File: config.mk
export PLATFORM = sky130hd
export DESIGN_NAME = shading_gain_calculator
export DESIGN_NICKNAME = d
export VERILOG_FILES = /design/src/rtl/sgc_pkg.sv /design/src/rtl/sgc_front.sv /design/src/rtl/sgc_div_stage.sv /design/src/rtl/shading_gain_calculator.sv
export SDC_FILE = /design/constraint.sdc
export NUM_CORES = 1
export LEC_CHECK = 0
export ABC_AREA = 1
export BUFFER_PORTS_ARGS = -buffer_cell sky130_fd_sc_hd__buf_2
export CAP_MARGIN = 0
export CORE_MARGIN = 2
export CORE_UTILIZATION = 60
export CTS_CLUSTER_DIAMETER = 50
export CTS_CLUSTER_SIZE = 20
export DETAILED_ROUTE_END_ITERATION = 12
export GPL_ROUTABILITY_DRIVEN = 1
export PLACE_DENSITY = 0.79
export SYNTH_ARGS = -nofsm -noshare
export SYNTH_HDL_FRONTEND = slang
export SYNTH_SLANG_ARGS = --single-unit
File: constraint.sdc
create_clock -name i_clk -period 4.68 [get_ports i_clk]
set_input_delay 0.702 -clock i_clk [delete_from_list [all_inputs] [get_ports i_clk]]
set_output_delay 0.702 -clock i_clk [all_outputs]
set_load 0.01 [all_outputs]
File: src/rtl/sgc_pkg.sv
// Package for the shading gain calculator: widths, register indexes, gain codes
// and the record that travels down the division pipeline. No dependencies.
package sgc_pkg;

    localparam int SGC_DATA_W          = 16;
    localparam int SGC_CFG_IDX_W       = 2;
    localparam int SGC_STEPS_PER_STAGE = 2;

    localparam logic [SGC_CFG_IDX_W-1:0] SGC_REG_TARGET = 2'd0;
    localparam logic [SGC_CFG_IDX_W-1:0] SGC_REG_MODE   = 2'd1;

    localparam logic SGC_MODE_GAIN4 = 1'b0;
    localparam logic SGC_MODE_GAIN8 = 1'b1;

    localparam logic [4:0] SGC_SHIFT_GAIN4 = 5'd14;
    localparam logic [4:0] SGC_SHIFT_GAIN8 = 5'd13;

    typedef struct packed {
        logic [SGC_DATA_W-1:0] rem;
        logic [SGC_DATA_W-1:0] low;
        logic [SGC_DATA_W-1:0] den;
        logic                  sat;
        logic                  last;
    } t_sgc_stage;

endpackage

File: src/rtl/sgc_front.sv
// Input stage of the shading gain calculator: forms divisor and dividend,
// detects saturation and registers the first pipeline record. Uses sgc_pkg.
module sgc_front (
    input  logic                          i_clk,
    input  logic                          i_rst_n,
    input  logic                          i_valid,
    output logic                          o_ready,
    input  logic [sgc_pkg::SGC_DATA_W-1:0] i_dark_sample,
    input  logic [sgc_pkg::SGC_DATA_W-1:0] i_light_sample,
    input  logic                          i_last_sample,
    input  logic [sgc_pkg::SGC_DATA_W-1:0] i_target_level,
    input  logic                          i_gain_mode,
    output logic                          o_valid,
    input  logic                          i_ready,
    output sgc_pkg::t_sgc_stage           o_data
);
    import sgc_pkg::*;

    logic                    r_valid;
    t_sgc_stage              r_data;
    t_sgc_stage              n_data;
    logic [SGC_DATA_W-1:0]   tgt;
    logic [SGC_DATA_W:0]     diff;
    logic [2*SGC_DATA_W-1:0] num;

    always_comb begin
        tgt  = (i_target_level == '0) ? SGC_DATA_W'(1) : i_target_level;
        diff = {1'b0, i_light_sample} - {1'b0, i_dark_sample};
        if (!diff[SGC_DATA_W] && (diff[SGC_DATA_W-1:0] != '0)) begin
            n_data.den = diff[SGC_DATA_W-1:0];
        end else begin
            n_data.den = tgt;
        end
        num = {{SGC_DATA_W{1'b0}}, tgt}
              << ((i_gain_mode == SGC_MODE_GAIN8) ? SGC_SHIFT_GAIN8 : SGC_SHIFT_GAIN4);
        n_data.rem  = num[2*SGC_DATA_W-1:SGC_DATA_W];
        n_data.low  = num[SGC_DATA_W-1:0];
        n_data.sat  = (num[2*SGC_DATA_W-1:SGC_DATA_W] >= n_data.den);
        n_data.last = i_last_sample;
    end

    assign o_ready = !r_valid || i_ready;

    always_ff @(posedge i_clk) begin
        if (!i_rst_n) begin
            r_valid <= 1'b0;
        end else if (o_ready) begin
            r_valid <= i_valid;
        end
    end

    always_ff @(posedge i_clk) begin
        if (o_ready && i_valid) begin
            r_data <= n_data;
        end
    end

    assign o_valid = r_valid;
    assign o_data  = r_data;

`ifndef NO_ASSERTIONS
    a_den_nonzero: assert property (@(posedge i_clk) disable iff (!i_rst_n)
        r_valid |-> (r_data.den != '0))
        else $error("divisor of zero entered the pipeline");
    a_rem_below_den: assert property (@(posedge i_clk) disable iff (!i_rst_n)
        (r_valid && !r_data.sat) |-> (r_data.rem < r_data.den))
        else $error("unsaturated item starts with remainder not below divisor");
`endif

endmodule

File: src/rtl/sgc_div_stage.sv
// One stage of the restoring divider: STEPS quotient bits per register stage,
// with its own valid bit and stall handling. Uses sgc_pkg.
module sgc_div_stage #(
    parameter int STEPS = sgc_pkg::SGC_STEPS_PER_STAGE
) (
    input  logic                i_clk,
    input  logic                i_rst_n,
    input  logic                i_valid,
    output logic                o_ready,
    input  sgc_pkg::t_sgc_stage i_data,
    output logic                o_valid,
    input  logic                i_ready,
    output sgc_pkg::t_sgc_stage o_data
);
    import sgc_pkg::*;

    logic                  r_valid;
    t_sgc_stage            r_data;
    t_sgc_stage            n_data;
    logic [SGC_DATA_W:0]   trial;
    logic [SGC_DATA_W:0]   diff;

    always_comb begin
        n_data = i_data;
        trial  = '0;
        diff   = '0;
        for (int s = 0; s < STEPS; s++) begin
            trial = {n_data.rem, n_data.low[SGC_DATA_W-1]};
            diff  = trial - {1'b0, n_data.den};
            if (!diff[SGC_DATA_W]) begin
                n_data.rem = diff[SGC_DATA_W-1:0];
                n_data.low = {n_data.low[SGC_DATA_W-2:0], 1'b1};
            end else begin
                n_data.rem = trial[SGC_DATA_W-1:0];
                n_data.low = {n_data.low[SGC_DATA_W-2:0], 1'b0};
            end
        end
    end

    assign o_ready = !r_valid || i_ready;

    always_ff @(posedge i_clk) begin
        if (!i_rst_n) begin
            r_valid <= 1'b0;
        end else if (o_ready) begin
            r_valid <= i_valid;
        end
    end

    always_ff @(posedge i_clk) begin
        if (o_ready && i_valid) begin
            r_data <= n_data;
        end
    end

    assign o_valid = r_valid;
    assign o_data  = r_data;

`ifndef NO_ASSERTIONS
    a_rem_kept_below_den: assert property (@(posedge i_clk) disable iff (!i_rst_n)
        (r_valid && !r_data.sat) |-> (r_data.rem < r_data.den))
        else $error("partial remainder reached the divisor");
`endif

endmodule

File: src/rtl/shading_gain_calculator.sv
// Top level of the shading gain calculator: configuration registers, input
// stage and the chain of divider stages. Uses sgc_pkg, sgc_front, sgc_div_stage.
//
// The block takes one dark/light sample pair per clock cycle and delivers one
// coefficient per cycle while the output is not stalled; the input stage and
// the restoring divider, cut into register stages of DIV_STEPS quotient bits
// each, register each item in turn. A stall at the output fills the pipeline
// bubbles before input ready drops. Configuration writes are always accepted
// and take effect on the next item.
module shading_gain_calculator #(
    parameter int DIV_STEPS = sgc_pkg::SGC_STEPS_PER_STAGE
) (
    input  logic                              i_clk,
    input  logic                              i_rst_n,
    input  logic                              i_valid,
    output logic                              o_ready,
    input  logic [sgc_pkg::SGC_DATA_W-1:0]    i_dark_sample,
    input  logic [sgc_pkg::SGC_DATA_W-1:0]    i_light_sample,
    input  logic                              i_last_sample,
    output logic                              o_valid,
    input  logic                              i_ready,
    output logic [sgc_pkg::SGC_DATA_W-1:0]    o_coefficient,
    output logic                              o_saturated,
    output logic                              o_last_coefficient,
    input  logic                              i_cfg_valid,
    output logic                              o_cfg_ready,
    input  logic [sgc_pkg::SGC_CFG_IDX_W-1:0] i_cfg_index,
    input  logic [sgc_pkg::SGC_DATA_W-1:0]    i_cfg_data
);
    import sgc_pkg::*;

    localparam int NUM_STAGES = SGC_DATA_W / DIV_STEPS;

    logic [SGC_DATA_W-1:0] r_target_level;
    logic                  r_gain_mode;

    logic       stg_valid [NUM_STAGES+1];
    logic       stg_ready [NUM_STAGES+1];
    t_sgc_stage stg_data  [NUM_STAGES+1];

    assign o_cfg_ready = 1'b1;

    always_ff @(posedge i_clk) begin
        if (!i_rst_n) begin
            r_target_level <= SGC_DATA_W'(1);
            r_gain_mode    <= SGC_MODE_GAIN4;
        end else if (i_cfg_valid) begin
            unique case (i_cfg_index)
                SGC_REG_TARGET: r_target_level <= i_cfg_data;
                SGC_REG_MODE:   r_gain_mode    <= i_cfg_data[0];
                default: begin
                end
            endcase
        end
    end

    sgc_front u_front (
        .i_clk          (i_clk),
        .i_rst_n        (i_rst_n),
        .i_valid        (i_valid),
        .o_ready        (o_ready),
        .i_dark_sample  (i_dark_sample),
        .i_light_sample (i_light_sample),
        .i_last_sample  (i_last_sample),
        .i_target_level (r_target_level),
        .i_gain_mode    (r_gain_mode),
        .o_valid        (stg_valid[0]),
        .i_ready        (stg_ready[0]),
        .o_data         (stg_data[0])
    );

    for (genvar g = 0; g < NUM_STAGES; g++) begin : g_div
        sgc_div_stage #(
            .STEPS (DIV_STEPS)
        ) u_stage (
            .i_clk   (i_clk),
            .i_rst_n (i_rst_n),
            .i_valid (stg_valid[g]),
            .o_ready (stg_ready[g]),
            .i_data  (stg_data[g]),
            .o_valid (stg_valid[g+1]),
            .i_ready (stg_ready[g+1]),
            .o_data  (stg_data[g+1])
        );
    end

    assign stg_ready[NUM_STAGES] = i_ready;
    assign o_valid               = stg_valid[NUM_STAGES];
    assign o_coefficient         = stg_data[NUM_STAGES].sat ? '1 : stg_data[NUM_STAGES].low;
    assign o_saturated           = stg_data[NUM_STAGES].sat;
    assign o_last_coefficient    = stg_data[NUM_STAGES].last;

`ifndef NO_ASSERTIONS
    a_stall_only_when_full: assert property (@(posedge i_clk) disable iff (!i_rst_n)
        !o_ready |-> (o_valid && !i_ready))
        else $error("input stalled while the output side was free");
`endif

endmodule
==> results.txt, run 1 <==
----------------------------------------------------
[Outcome]
  Run status ... finished, final reports clean

[Worst setup path]
  Worst endpoint data arrival time ... 4.77 ns
  Setup CP Type ... reg2reg
  Crit. End Element ... flop
  CP peak stage delay ... approximately 0.43 ns
  Master of the slowest instance on the critical path ... sky130_fd_sc_hd__edfxtp_1
  Critical path buffers and inverters ... 6
  Largest fanout on the critical path ... 31
  Critical path required time ... 5.02 ns
  Critical Path Source Type ... flop
  Cell family contributing the most delay on the critical path ... simple AND/OR/NAND/NOR gates
  Most repeated library cell on the critical path ... sky130_fd_sc_hd__nand2_1

[Clock tree]
  Clk Latency, worst-skew pair ... about 0.59 ns
  Number of clock sinks ... roughly 380
  CTS tree ... built
  Max Buffers Root-to-Sink ... 3
  Number of buffers added by the clock tree synthesis step ... 44
  Post-CTS clock slew at the launch and capture registers of the worst setup and hold paths ... 0.08 ns
  Maximum level of the CTS H-tree ... 2
  Cell at the root of the clock tree ... sky130_fd_sc_hd__clkbuf_16

[Yosys]
  Cells after synthesis ... 3260
  Sequential area share after synthesis ... 39.7%
  Number of warnings printed during yosys synthesis ... 0
  Share of synthesized flip-flops with an asynchronous set or reset ... 0%
  Area of the mapped netlist ... 27900 um^2
  Synthesis-stage register bit count ... roughly 380
  Unique masters post-synth ... 61
  Mapped Avg Cell Area ... 8.55 um^2
  Commonest register cell after synthesis ... sky130_fd_sc_hd__edfxtp_1
  Count of flip-flops with a built-in enable after synthesis ... between 300 and 400

[Floorplan]
  Initial Utilization ... 61.2%
  Vertical die dimension ... 220 um
  Die width ... 220 um
  Number of top-level pins ... 77
  FP Rows ... a little under 80
  Placeable Area ... approximately 46000 um^2
  Area of the die ... 48200 um^2

[Routing]
  Routed length per instance ... between 15 and 20 um
  Via count of the routed design ... 22600
  Total wire length ... 65.7 mm
  Average via count per standard cell ... 5.63
  Remaining DRCs ... 0
  Count of TritonRoute iterations in the first routing pass ... 7
  Number of DRC markers in iteration 0 ... 1769
  Final ANT Viol Nets ... 0

[Timing]
  Share of the clock period used by the worst path after layout ... 94.6%
  Minimum period implied by the final worst setup slack ... 4.43 ns
  Highest Clock Rate ... 226 MHz
  Number of failing setup endpoints in the final timing report ... 0
  Final hold viol count ... 0
  Clock Skews ... 0.0343 ns
  Number of max-slew violations in the final report ... 0
  PnR worst setup slack ... around 0.25 ns
  Worst rel slew slack ... 18.1%
  Least-Margin Pin Slew ... between 1 and 1.5 ns
  Setup tns final ... 0 ns

[Placed design]
  Detailed-placement wirelength estimate ... 52.0 mm
  RePlAce Congestion ... 0.970
  Port-buffer cells ... 75
  Worst setup slack before clock tree synthesis ... -0.0235 ns
  Placed inst area ... between 20000 and 30000 um^2

[Global routing]
  Via count of the first global-routing pass ... 22100
  Global route total overflow ... 0
  First-pass GRT wire length ... 108 mm
  Largest net degree at the start of global routing ... 49
  Antenna violations before repair ... 0
  Overall routing resource usage ... 27.5%

[Cells and area]
  Cell area after layout ... 30900 um^2
  Post-layout utilization of the core ... 67.7%
  Nets@finish ... approximately 3700
  Commonest cells after routing, fill and taps aside ... sky130_fd_sc_hd__nand2_1 (855), sky130_fd_sc_hd__inv_1 (381), sky130_fd_sc_hd__edfxtp_1 (351)
  Fraction of final layout cells with drive strength greater than 1 ... 11.7%
  Synth-to-Final Area Change ... 10.7%
  Diodes inserted ... 0
  Most common library cell in the layout ignoring fill and taps ... sky130_fd_sc_hd__nand2_1

[Power and ir drop]
  Reported net switching power ... 5.16 mW
  Cell internal power dissipation ... 8.09 mW
  Part of the power in the clock network ... 27.2%
  Leakage power summed over all cells ... ~14 nW
  Sw frac ... 39.0%
  Peak supply drop ... 0.437 mV
  Power Density ... about 430 nW/um^2
  Relative contribution of sequential cells to total power ... 31.7%
  Power after layout ... 13.3 mW
  Power share of the combinational group ... 41.1%

[Run]
  Max-cap violation count ... 0

[Worst hold path]
  Type of the worst min-delay path ... in2reg

----------------------------------------------------
layer usage:
| metal | part of all wire (%) | global-route usage (%) | up-vias |
|---|---|---|---|
| met5 | 0 | 0 | - |
| met4 | 3.2 | 9.89 | 0 |
| met3 | 4.4 | 3.12 | 165 |
| met2 | 49 | 48.6 | 622 |
| met1 | 43 | 34.9 | 10500 |
| li1 | - | - | 11400 |
through the flow:
stage	std cells	hold WS, ns
2_1_floorplan	3262	0.400
3_5_place_dp	3930	0.405
3_3_place_gp	3930	0.401
4_1_cts	4012	0.275
5_1_grt	4024	0.287
6_report	4024	0.297
cell families after synthesis:
logic type	after synthesis	synth area share, %
AND/OR/NAND/NOR	1287	20.1
AO/OA/AOI/OAI	639	13.5
buffers and inverters	456	6.94
flip-flops	377	39.7
adder cells (fa/ha/maj)	285	13.1
XOR/XNOR	213	6.69
other	2	0.0269
multiplexers	1	0.0404
worst paths after layout:
kind                                                             from                               endpoint  slack [ns]  cells past startpoint
worst max-delay path                      u_front.o_data[2]$_DFFE_PP_  g_div[0].u_stage.o_data[48]$_DFFE_PP_        0.25                     26
worst min-delay path                                    i_last_sample            u_front.o_data[0]$_DFFE_PP_        0.30                      1
worst max register to register            u_front.o_data[2]$_DFFE_PP_  g_div[0].u_stage.o_data[48]$_DFFE_PP_        0.25                     26
worst min register to register  g_div[4].u_stage.o_data[24]$_DFFE_PP_  g_div[5].u_stage.o_data[26]$_DFFE_PP_        0.41                      0
layout make-up:
type / count / area, um^2
fill: 3617 / 14700
clock inverter: 35 / 445
inverter: 408 / 1560
clock buffer: 47 / 1130
tap: 600 / 751
sequential: 377 / 11100
timing repair buffer: 128 / 853
multi-input combinational: 2429 / 15100
state kept, by name (all words and copies together) (netlist names):
register               count
u_front.o_valid            1
r_gain_mode                1
r_target_level            16
u_front.o_data            37
g_div.u_stage.o_data     314
g_div.u_stage.o_valid      8
what timing repair did:
action / CTS / global route
endpoints found under the hold margin: 0 / 0
pin swaps: 0 / 3
setup buffers: 0 / 11
gates resized for setup: 1 / 43
hold buffers: 0 / 0
gates cloned: 0 / 1
endpoints found under the setup margin: 3 / 117
power by group through the flow:
stage,Sequential (mW),Clock [mW],Combinational [mW]
final,4.20,3.60,5.45
after global routing,4.21,3.77,6.11
after CTS,4.20,3.65,5.15
after detailed placement,4.27,0,5.11
after global placement,4.27,0,4.98
after floorplan,4.21,0,4.17
cell usage after synthesis, types with 3 or more instances:
cell	count	area, um^2
sky130_fd_sc_hd__o31ai_1	8	60.1
sky130_fd_sc_hd__xor2_1	127	1110
sky130_fd_sc_hd__fa_1	11	220
sky130_fd_sc_hd__o21bai_1	26	195
sky130_fd_sc_hd__nand3_1	135	676
sky130_fd_sc_hd__ha_1	274	3430
sky130_fd_sc_hd__a221oi_1	5	43.8
sky130_fd_sc_hd__o21a_1	4	30.0
sky130_fd_sc_hd__dfxtp_1	26	521
sky130_fd_sc_hd__buf_4	14	105
sky130_fd_sc_hd__a211oi_1	21	158
sky130_fd_sc_hd__nand2_2	28	175
sky130_fd_sc_hd__xnor2_1	86	753
sky130_fd_sc_hd__o21ai_1	36	180
sky130_fd_sc_hd__buf_6	14	158
sky130_fd_sc_hd__a21boi_0	9	67.6
sky130_fd_sc_hd__nor4_1	14	87.6
sky130_fd_sc_hd__o21ai_2	49	429
sky130_fd_sc_hd__clkbuf_1	10	37.5
sky130_fd_sc_hd__nand2_1	856	3210
sky130_fd_sc_hd__nor2_1	148	556
sky130_fd_sc_hd__buf_2	6	30.0
sky130_fd_sc_hd__a21oi_1	243	1220
sky130_fd_sc_hd__a21o_1	22	165
sky130_fd_sc_hd__inv_1	383	1440
sky130_fd_sc_hd__nor2_2	3	18.8
sky130_fd_sc_hd__nand2_4	19	214
sky130_fd_sc_hd__a31oi_1	32	200
sky130_fd_sc_hd__nor3_1	18	90.1
sky130_fd_sc_hd__edfxtp_1	351	10500
sky130_fd_sc_hd__nor3_2	3	30.0
sky130_fd_sc_hd__inv_2	23	86.3
sky130_fd_sc_hd__nand3_2	9	90.1
sky130_fd_sc_hd__nand3b_1	10	75.1
sky130_fd_sc_hd__o21ai_0	168	841
sky130_fd_sc_hd__nand4_1	12	75.1
sky130_fd_sc_hd__a21oi_2	3	26.3
sky130_fd_sc_hd__or2_2	21	131
Power figures use the tool's default switching activity.
==> run 2: changes to the inputs <==
Clock period 4.68 ns to 5.1 ns, I/O delays scaled along.
==> run 2 against run 1 <==
Total power fell by 10%; flip-flop and latch count did not move; clock power fell by 8.3%; utilization fell by 1.0 points; sequential power fell by 8.1%; worst hold slack improved by 0.087 ns; via count fell by 0.58%; largest power group unchanged.
==> results.txt, run 2 (same netlist as run 1, synthesis figures left out) <==
----------------------------------------------------
[Power and ir drop]
  Power after layout ... 11.9 mW (-10%)
  Power Density ... 392 nW/um^2 (-8.8%)
  Peak supply drop ... 0.510 mV (+17%)
  Leakage power summed over all cells ... 13.9 nW (-1.4%)

[Timing]
  Number of failing setup endpoints in the final timing report ... 0 (unchanged)
  Setup tns final ... 0 ns (unchanged)
  Final hold viol count ... 0 (unchanged)
  Number of max-slew violations in the final report ... 0 (unchanged)
  Least-Margin Pin Slew ... 1.22 ns (-0.00843 ns)
  Clock Skews ... 0.0264 ns (-0.00790 ns)
  Minimum period implied by the final worst setup slack ... 4.80 ns (+0.372 ns)
  Worst rel slew slack ... 18.7% (+0.56 points)
  PnR worst setup slack ... 0.300 ns (+0.0483 ns)
  Unrepaired setup endpoints after global routing ... no
  Share of the clock period used by the worst path after layout ... 94.1% (-0.50 points)
  Worst Hold Margin ... 0.384 ns (+0.0867 ns)
  Highest Clock Rate ... 208 MHz (-7.7%)

[Clock tree]
  Number of buffers added by the clock tree synthesis step ... 44 (unchanged)
  Post-CTS setup buffer count ... 0 (unchanged)
  CTS tree ... built
  Cell at the root of the clock tree ... sky130_fd_sc_hd__clkbuf_16
  Post-CTS clock slew at the launch and capture registers of the worst setup and hold paths ... 0.07 ns (about the same)
  Number of clock sinks ... 377 (unchanged)
  Max Buffers Root-to-Sink ... 3 (unchanged)
  Maximum level of the CTS H-tree ... 2 (unchanged)
  Clk Latency, worst-skew pair ... 0.58 ns (about the same)
  Number of buffers inserted by hold repair at cts ... 0 (unchanged)

[Worst setup path]
  CP peak stage delay ... 0.44 ns (about the same)
  Master of the slowest instance on the critical path ... sky130_fd_sc_hd__edfxtp_1
  Largest fanout on the critical path ... 22 (-29%)
  Critical Path Source Type ... flop
  Cell family contributing the most delay on the critical path ... simple AND/OR/NAND/NOR gates
  Critical path buffers and inverters ... 4 (-2)
  Most repeated library cell on the critical path ... sky130_fd_sc_hd__nand2_1
  Critical path required time ... 5.53 ns (+0.51 ns)
  Worst endpoint data arrival time ... 5.23 ns (+0.46 ns)
  Setup CP Type ... reg2reg
  Crit. End Element ... flop

[Outcome]
  Run status ... finished, final reports clean

[Global routing]
  Largest net degree at the start of global routing ... 49 (unchanged)
  Antenna violations before repair ... 0 (unchanged)
  Overall routing resource usage ... 27.8% (+0.30 points)
  GR Util met2 ... 49.0% (+0.41 points)
  Met1 track demand over resource in global routing ... 35.7% (+0.75 points)
  GR peak layer ... met2
  Global route total overflow ... 0 (unchanged)
  First-pass GRT wire length ... 108 mm (+0.15%)
  Met3 usage in global routing ... 2.88% (-0.23 points)
  Via count of the first global-routing pass ... 21800 (-1.3%)

[Routing]
  Final ANT Viol Nets ... 0 (unchanged)
  Via count of the routed design ... 22500 (-0.58%)
  Remaining DRCs ... 0 (unchanged)
  Routed length per instance ... 16.6 um (+1.5%)
  Count of TritonRoute iterations in the first routing pass ... 6 (-1)
  Number of DRC markers in iteration 0 ... 1530 (-14%)
  Total wire length ... 66.2 mm (+0.73%)
  Average via count per standard cell ... 5.64 (+0.19%)

[Cells and area]
  Diodes inserted ... 0 (unchanged)
  Nets@finish ... 3700 (-0.78%)
  Commonest cells after routing, fill and taps aside ... sky130_fd_sc_hd__nand2_1 (855), sky130_fd_sc_hd__inv_1 (381), sky130_fd_sc_hd__edfxtp_1 (351)
  Most common library cell in the layout ignoring fill and taps ... sky130_fd_sc_hd__nand2_1
  Number of inserted filler cells in the final layout ... 3678 (+1.7%)
  Post-layout utilization of the core ... 66.7% (-1.0 points)
  Max reg flops ... 314 (unchanged)
  Sequential standard cell area ... 11100 um^2 (unchanged)
  Fraction of final layout cells with drive strength greater than 1 ... 10.5% (-1.2 points)
  Cell area after layout ... 30400 um^2 (-1.5%)
  Multi-input logic area ... 14900 um^2 (-0.80%)
  Synth-to-Final Area Change ... 9.01%
  Final std cells w/o fill ... 3993 (-0.77%)

[Placed design]
  Placed inst area ... 28800 um^2 (-0.57%)
  RePlAce Congestion ... 0.926 (-4.5%)
  Port-buffer cells ... 75 (unchanged)
  Dpl cells ... 3913 (-0.43%)
  Detailed-placement wirelength estimate ... 52.8 mm (+1.6%)
  Worst setup slack before clock tree synthesis ... 0.154 ns (+0.178 ns)

[Floorplan]
  Initial Utilization ... 61.2% (unchanged)
  Placeable Area ... 45600 um^2 (unchanged)
  Number of top-level pins ... 77 (unchanged)
  FP Rows ... 78 (unchanged)
  Vertical die dimension ... 220 um (unchanged)
  Area of the die ... 48200 um^2 (unchanged)
  Die width ... 220 um (unchanged)

[Worst hold path]
  Type of the worst min-delay path ... in2reg

[Run]
  Max-cap violation count ... 0 (unchanged)

----------------------------------------------------
[run 2: changes by cell type in the layout (fill, tap and decap cells not counted), moves of 4 or more]
cell and change:
sky130_fd_sc_hd__buf_4 -23, sky130_fd_sc_hd__inv_2 +5, sky130_fd_sc_hd__a21oi_1 +9, sky130_fd_sc_hd__nand2_2 +4
sky130_fd_sc_hd__a21oi_2 -9, sky130_fd_sc_hd__buf_12 -5, sky130_fd_sc_hd__clkinv_8 -7
[run 2: cell type report]
| type | count | share of cell area [%] |
|---|---|---|
| multi-input combinational | 2429 | 49.1 |
| sequential | 377 | 36.4 |
| inverter | 408 | 5.06 |
| clock buffer | 46 | 3.72 |
| tap | 600 | 2.47 |
| timing repair buffer | 99 | 1.83 |
| clock inverter | 34 | 1.38 |
[run 2: layer usage]
layer  part of all wire [%]  vias to the layer above
met5                      0                        -
met4                    3.3                        0
met3                    4.4                      151
met2                     48                      621
met1                     44                    10500
li1                       -                    11300
[run 2: worst paths after layout]
path,slack [ns],startpoint,endpoint,depth (start not counted)
setup / recovery,0.30,g_div[0].u_stage.o_data[33]$_DFFE_PP_,g_div[1].u_stage.o_data[47]$_DFFE_PP_,29
hold / removal,0.38,i_last_sample,u_front.o_data[0]$_DFFE_PP_,1
setup reg to reg,0.30,g_div[0].u_stage.o_data[33]$_DFFE_PP_,g_div[1].u_stage.o_data[47]$_DFFE_PP_,29
hold reg to reg,0.42,g_div[4].u_stage.o_data[25]$_DFFE_PP_,g_div[5].u_stage.o_data[27]$_DFFE_PP_,0
[run 2: power breakdown]
part	switching (mW)	total [mW]	leakage (nW)	internal (mW)
logic	3.03	4.74	9.72	1.71
clock network	1.51	3.30	0.745	1.79
registers	0.126	3.86	3.45	3.73
[run 2: what timing repair did]
action,CTS,global route
setup endpoints to repair,0,32
hold endpoints to repair,0,0
resized for setup,0,6
==> run 3: changes to the inputs <==
Settings changed: CORE_UTILIZATION 60 to 41, PLACE_DENSITY 0.79 to 0.58.
Clock period 5.1 ns to 5.3 ns, I/O delays scaled along.
==> run 3 against run 2 <==
Flip-flop and latch count unchanged; first-iteration DRC count decreased by 16%; clock power increased by 7.3%; final area increased by 1.8%; fmax decreased by 0.82%; via count decreased by 4.0%; clock skew increased by 0.0012 ns; clock-buffer cell count increased by 7; utilization decreased by 21 points; combinational power decreased by 6.1%; routed wire length decreased by 0.48%; non-clock buffer count decreased by 4; critical endpoint is now g_div[1].u_stage.o_data[48]$_DFFE_PP_.
==> results.txt, run 3 (same netlist as run 1, synthesis figures left out) <==
----------------------------------------------------
[Worst setup path]
  Critical path required time ... 5.75 ns (+0.22 ns)
  R2R cell count ... 28 (-3.4%)
  Critical path buffers and inverters ... 5 (+1)
  Master of the slowest instance on the critical path ... sky130_fd_sc_hd__edfxtp_1
  Setup CP Type ... reg2reg
  Largest fanout on the critical path ... 20 (-9.1%)
  CP peak stage delay ... 0.44 ns (about the same)
  Worst reg2reg startpoint ... g_div[0].u_stage.o_data[33]$_DFFE_PP_
  Critical Path Source Type ... flop
  Worst endpoint data arrival time ... 5.29 ns (+0.06 ns)
  Timing startpoint of the critical path ... g_div[0].u_stage.o_data[33]$_DFFE_PP_
  Crit. End Element ... flop
  Cell family contributing the most delay on the critical path ... simple AND/OR/NAND/NOR gates
  Flop2flop setup slack ... 0.46 ns (+0.16 ns)
  Most repeated library cell on the critical path ... sky130_fd_sc_hd__nand2_1
  Capture point of the worst reg-to-reg path ... g_div[1].u_stage.o_data[48]$_DFFE_PP_

[Floorplan]
  Placeable Area ... 67300 um^2 (+48%)
  Initial Utilization ... 41.4% (-20 points)
  Die width ... 265 um (+21%)
  Vertical die dimension ... 265 um (+21%)
  Area of the die ... 70100 um^2 (+45%)
  FP Rows ... 95 (+22%)
  Number of top-level pins ... 77 (unchanged)

[Cells and area]
  Cell area after layout ... 30900 um^2 (+1.8%)
  Synth-to-Final Area Change ... 11.0%
  Fraction of final layout cells with drive strength greater than 1 ... 10.8% (+0.26 points)
  Nets@finish ... 3703 (+0.081%)
  Max reg flops ... 314 (unchanged)
  Most common library cell in the layout ignoring fill and taps ... sky130_fd_sc_hd__nand2_1
  Commonest cells after routing, fill and taps aside ... sky130_fd_sc_hd__nand2_1 (856), sky130_fd_sc_hd__inv_1 (381), sky130_fd_sc_hd__edfxtp_1 (351)
  Diodes inserted ... 0 (unchanged)
  Post-layout utilization of the core ... 46.0% (-21 points)

[Timing]
  Final hold viol count ... 0 (unchanged)
  Unrepaired setup endpoints after global routing ... no
  Minimum period implied by the final worst setup slack ... 4.84 ns (+0.0398 ns)
  Setup tns final ... 0 ns (unchanged)
  Number of max-slew violations in the final report ... 0 (unchanged)
  Clock Skews ... 0.0276 ns (+0.00119 ns)
  Worst Hold Margin ... 0.379 ns (-0.00538 ns)
  Highest Clock Rate ... 207 MHz (-0.82%)
  Worst rel slew slack ... 21.6% (+2.9 points)
  Least-Margin Pin Slew ... 1.18 ns (-0.0419 ns)
  Share of the clock period used by the worst path after layout ... 91.3% (-2.8 points)
  Number of failing setup endpoints in the final timing report ... 0 (unchanged)

[Power and ir drop]
  Power Density ... 378 nW/um^2 (-3.4%)
  Leakage power summed over all cells ... 14.0 nW (+0.76%)
  Peak supply drop ... 0.285 mV (-44%)

[Routing]
  Average via count per standard cell ... 5.05 (-10%)
  Count of TritonRoute iterations in the first routing pass ... 5 (-1)
  Via count of the routed design ... 21600 (-4.0%)
  WL met3 ... 2.81 mm (-2.9%)
  Total wire length ... 65.9 mm (-0.48%)
  Met2 layer wire length in the routed design ... 31.5 mm (-1.8%)
  Routed length per instance ... 15.4 um (-7.1%)
  Highest metal layer with signal wires ... met5
  Remaining DRCs ... 0 (unchanged)
  Routed metal-1 wirelength ... 30.0 mm (+3.6%)
  Final ANT Viol Nets ... 0 (unchanged)
  Number of DRC markers in iteration 0 ... 1291 (-16%)

[Clock tree]
  Max Buffers Root-to-Sink ... 3 (unchanged)
  Post-CTS clock slew at the launch and capture registers of the worst setup and hold paths ... 0.07 ns (about the same)
  Number of buffers inserted by hold repair at cts ... 0 (unchanged)
  Number of clock sinks ... 377 (unchanged)
  Cell at the root of the clock tree ... sky130_fd_sc_hd__clkbuf_16
  Maximum level of the CTS H-tree ... 2 (unchanged)
  Number of buffers added by the clock tree synthesis step ... 51 (+16%)
  CTS-repair resized insts ... 0 (unchanged)
  CTS tree ... built
  Clk Latency, worst-skew pair ... 0.61 ns (+0.03 ns)
  Post-CTS setup buffer count ... 0 (unchanged)

[Outcome]
  Run status ... finished, final reports clean

[Global routing]
  Largest net degree at the start of global routing ... 49 (unchanged)
  Global route total overflow ... 0 (unchanged)
  First-pass GRT wire length ... 107 mm (-0.63%)
  Via count of the first global-routing pass ... 20800 (-4.8%)
  Antenna violations before repair ... 1 (+1)
  Overall routing resource usage ... 18.9% (-9.0 points)

[Run]
  Max-cap violation count ... 0 (unchanged)

[Placed design]
  Detailed-placement wirelength estimate ... 53.1 mm (+0.50%)
  Placed inst area ... 29100 um^2 (+1.1%)
  Port-buffer cells ... 75 (unchanged)
  RePlAce Congestion ... 0.922 (-0.38%)

[Worst hold path]
  Type of the worst min-delay path ... in2reg
  Capture endpoint of the worst hold path ... u_front.o_data[0]$_DFFE_PP_
  Depth of the worst hold-timing path ... 1 (unchanged)
  Hold Startpoint ... i_last_sample

----------------------------------------------------
[run 3: area by class of cell]
cell class	count	area, um^2
Clock buffer	53	1310
Clock inverter	41	498
Fill cell	6523	36300
Inverter	408	1530
Multi-Input combinational cell	2429	14900
Sequential cell	377	11100
Tap cell	873	1090
Timing Repair Buffer	95	526
[run 3: how the worst max path moves through the flow]
stage                     cells past startpoint  slack [ns]                                     to
after floorplan                              31        1.12  g_div[1].u_stage.o_data[41]$_DFFE_PP_
after global placement                       28        0.51  g_div[1].u_stage.o_data[46]$_DFFE_PP_
after detailed placement                     28        0.50  g_div[1].u_stage.o_data[48]$_DFFE_PP_
after CTS                                    28        0.46  g_div[1].u_stage.o_data[48]$_DFFE_PP_
after global routing                         26        0.02  g_div[0].u_stage.o_data[43]$_DFFE_PP_
final                                        28        0.46  g_div[1].u_stage.o_data[48]$_DFFE_PP_
[run 3: through the flow]
step / worst slack [ns] / total power [mW] / std cells
2_1_floorplan: 1.12 / 7.40 / 3262
3_3_place_gp: 0.513 / 8.19 / 4182
3_5_place_dp: 0.500 / 8.20 / 4182
4_1_cts: 0.459 / 11.8 / 4276
5_1_grt: 0.0229 / 12.6 / 4276
6_report: 0.460 / 11.7 / 4276
[run 3: layer usage]
layer / GRT usage [%] / up-vias
li1: - / 11300
met1: 24.4 / 9838
met2: 33.0 / 387
met3: 2.90 / 97
met4: 4.63 / 2
met5: 0 / -
[run 3: report_power, final]
part / leakage, nW / switching (mW) / internal (mW) / total, mW
combinational: 9.71 / 2.81 / 1.64 / 4.45
clock: 0.869 / 1.57 / 1.97 / 3.54
sequential: 3.45 / 0.121 / 3.59 / 3.71
total: 14.0 / 4.50 / 7.20 / 11.7
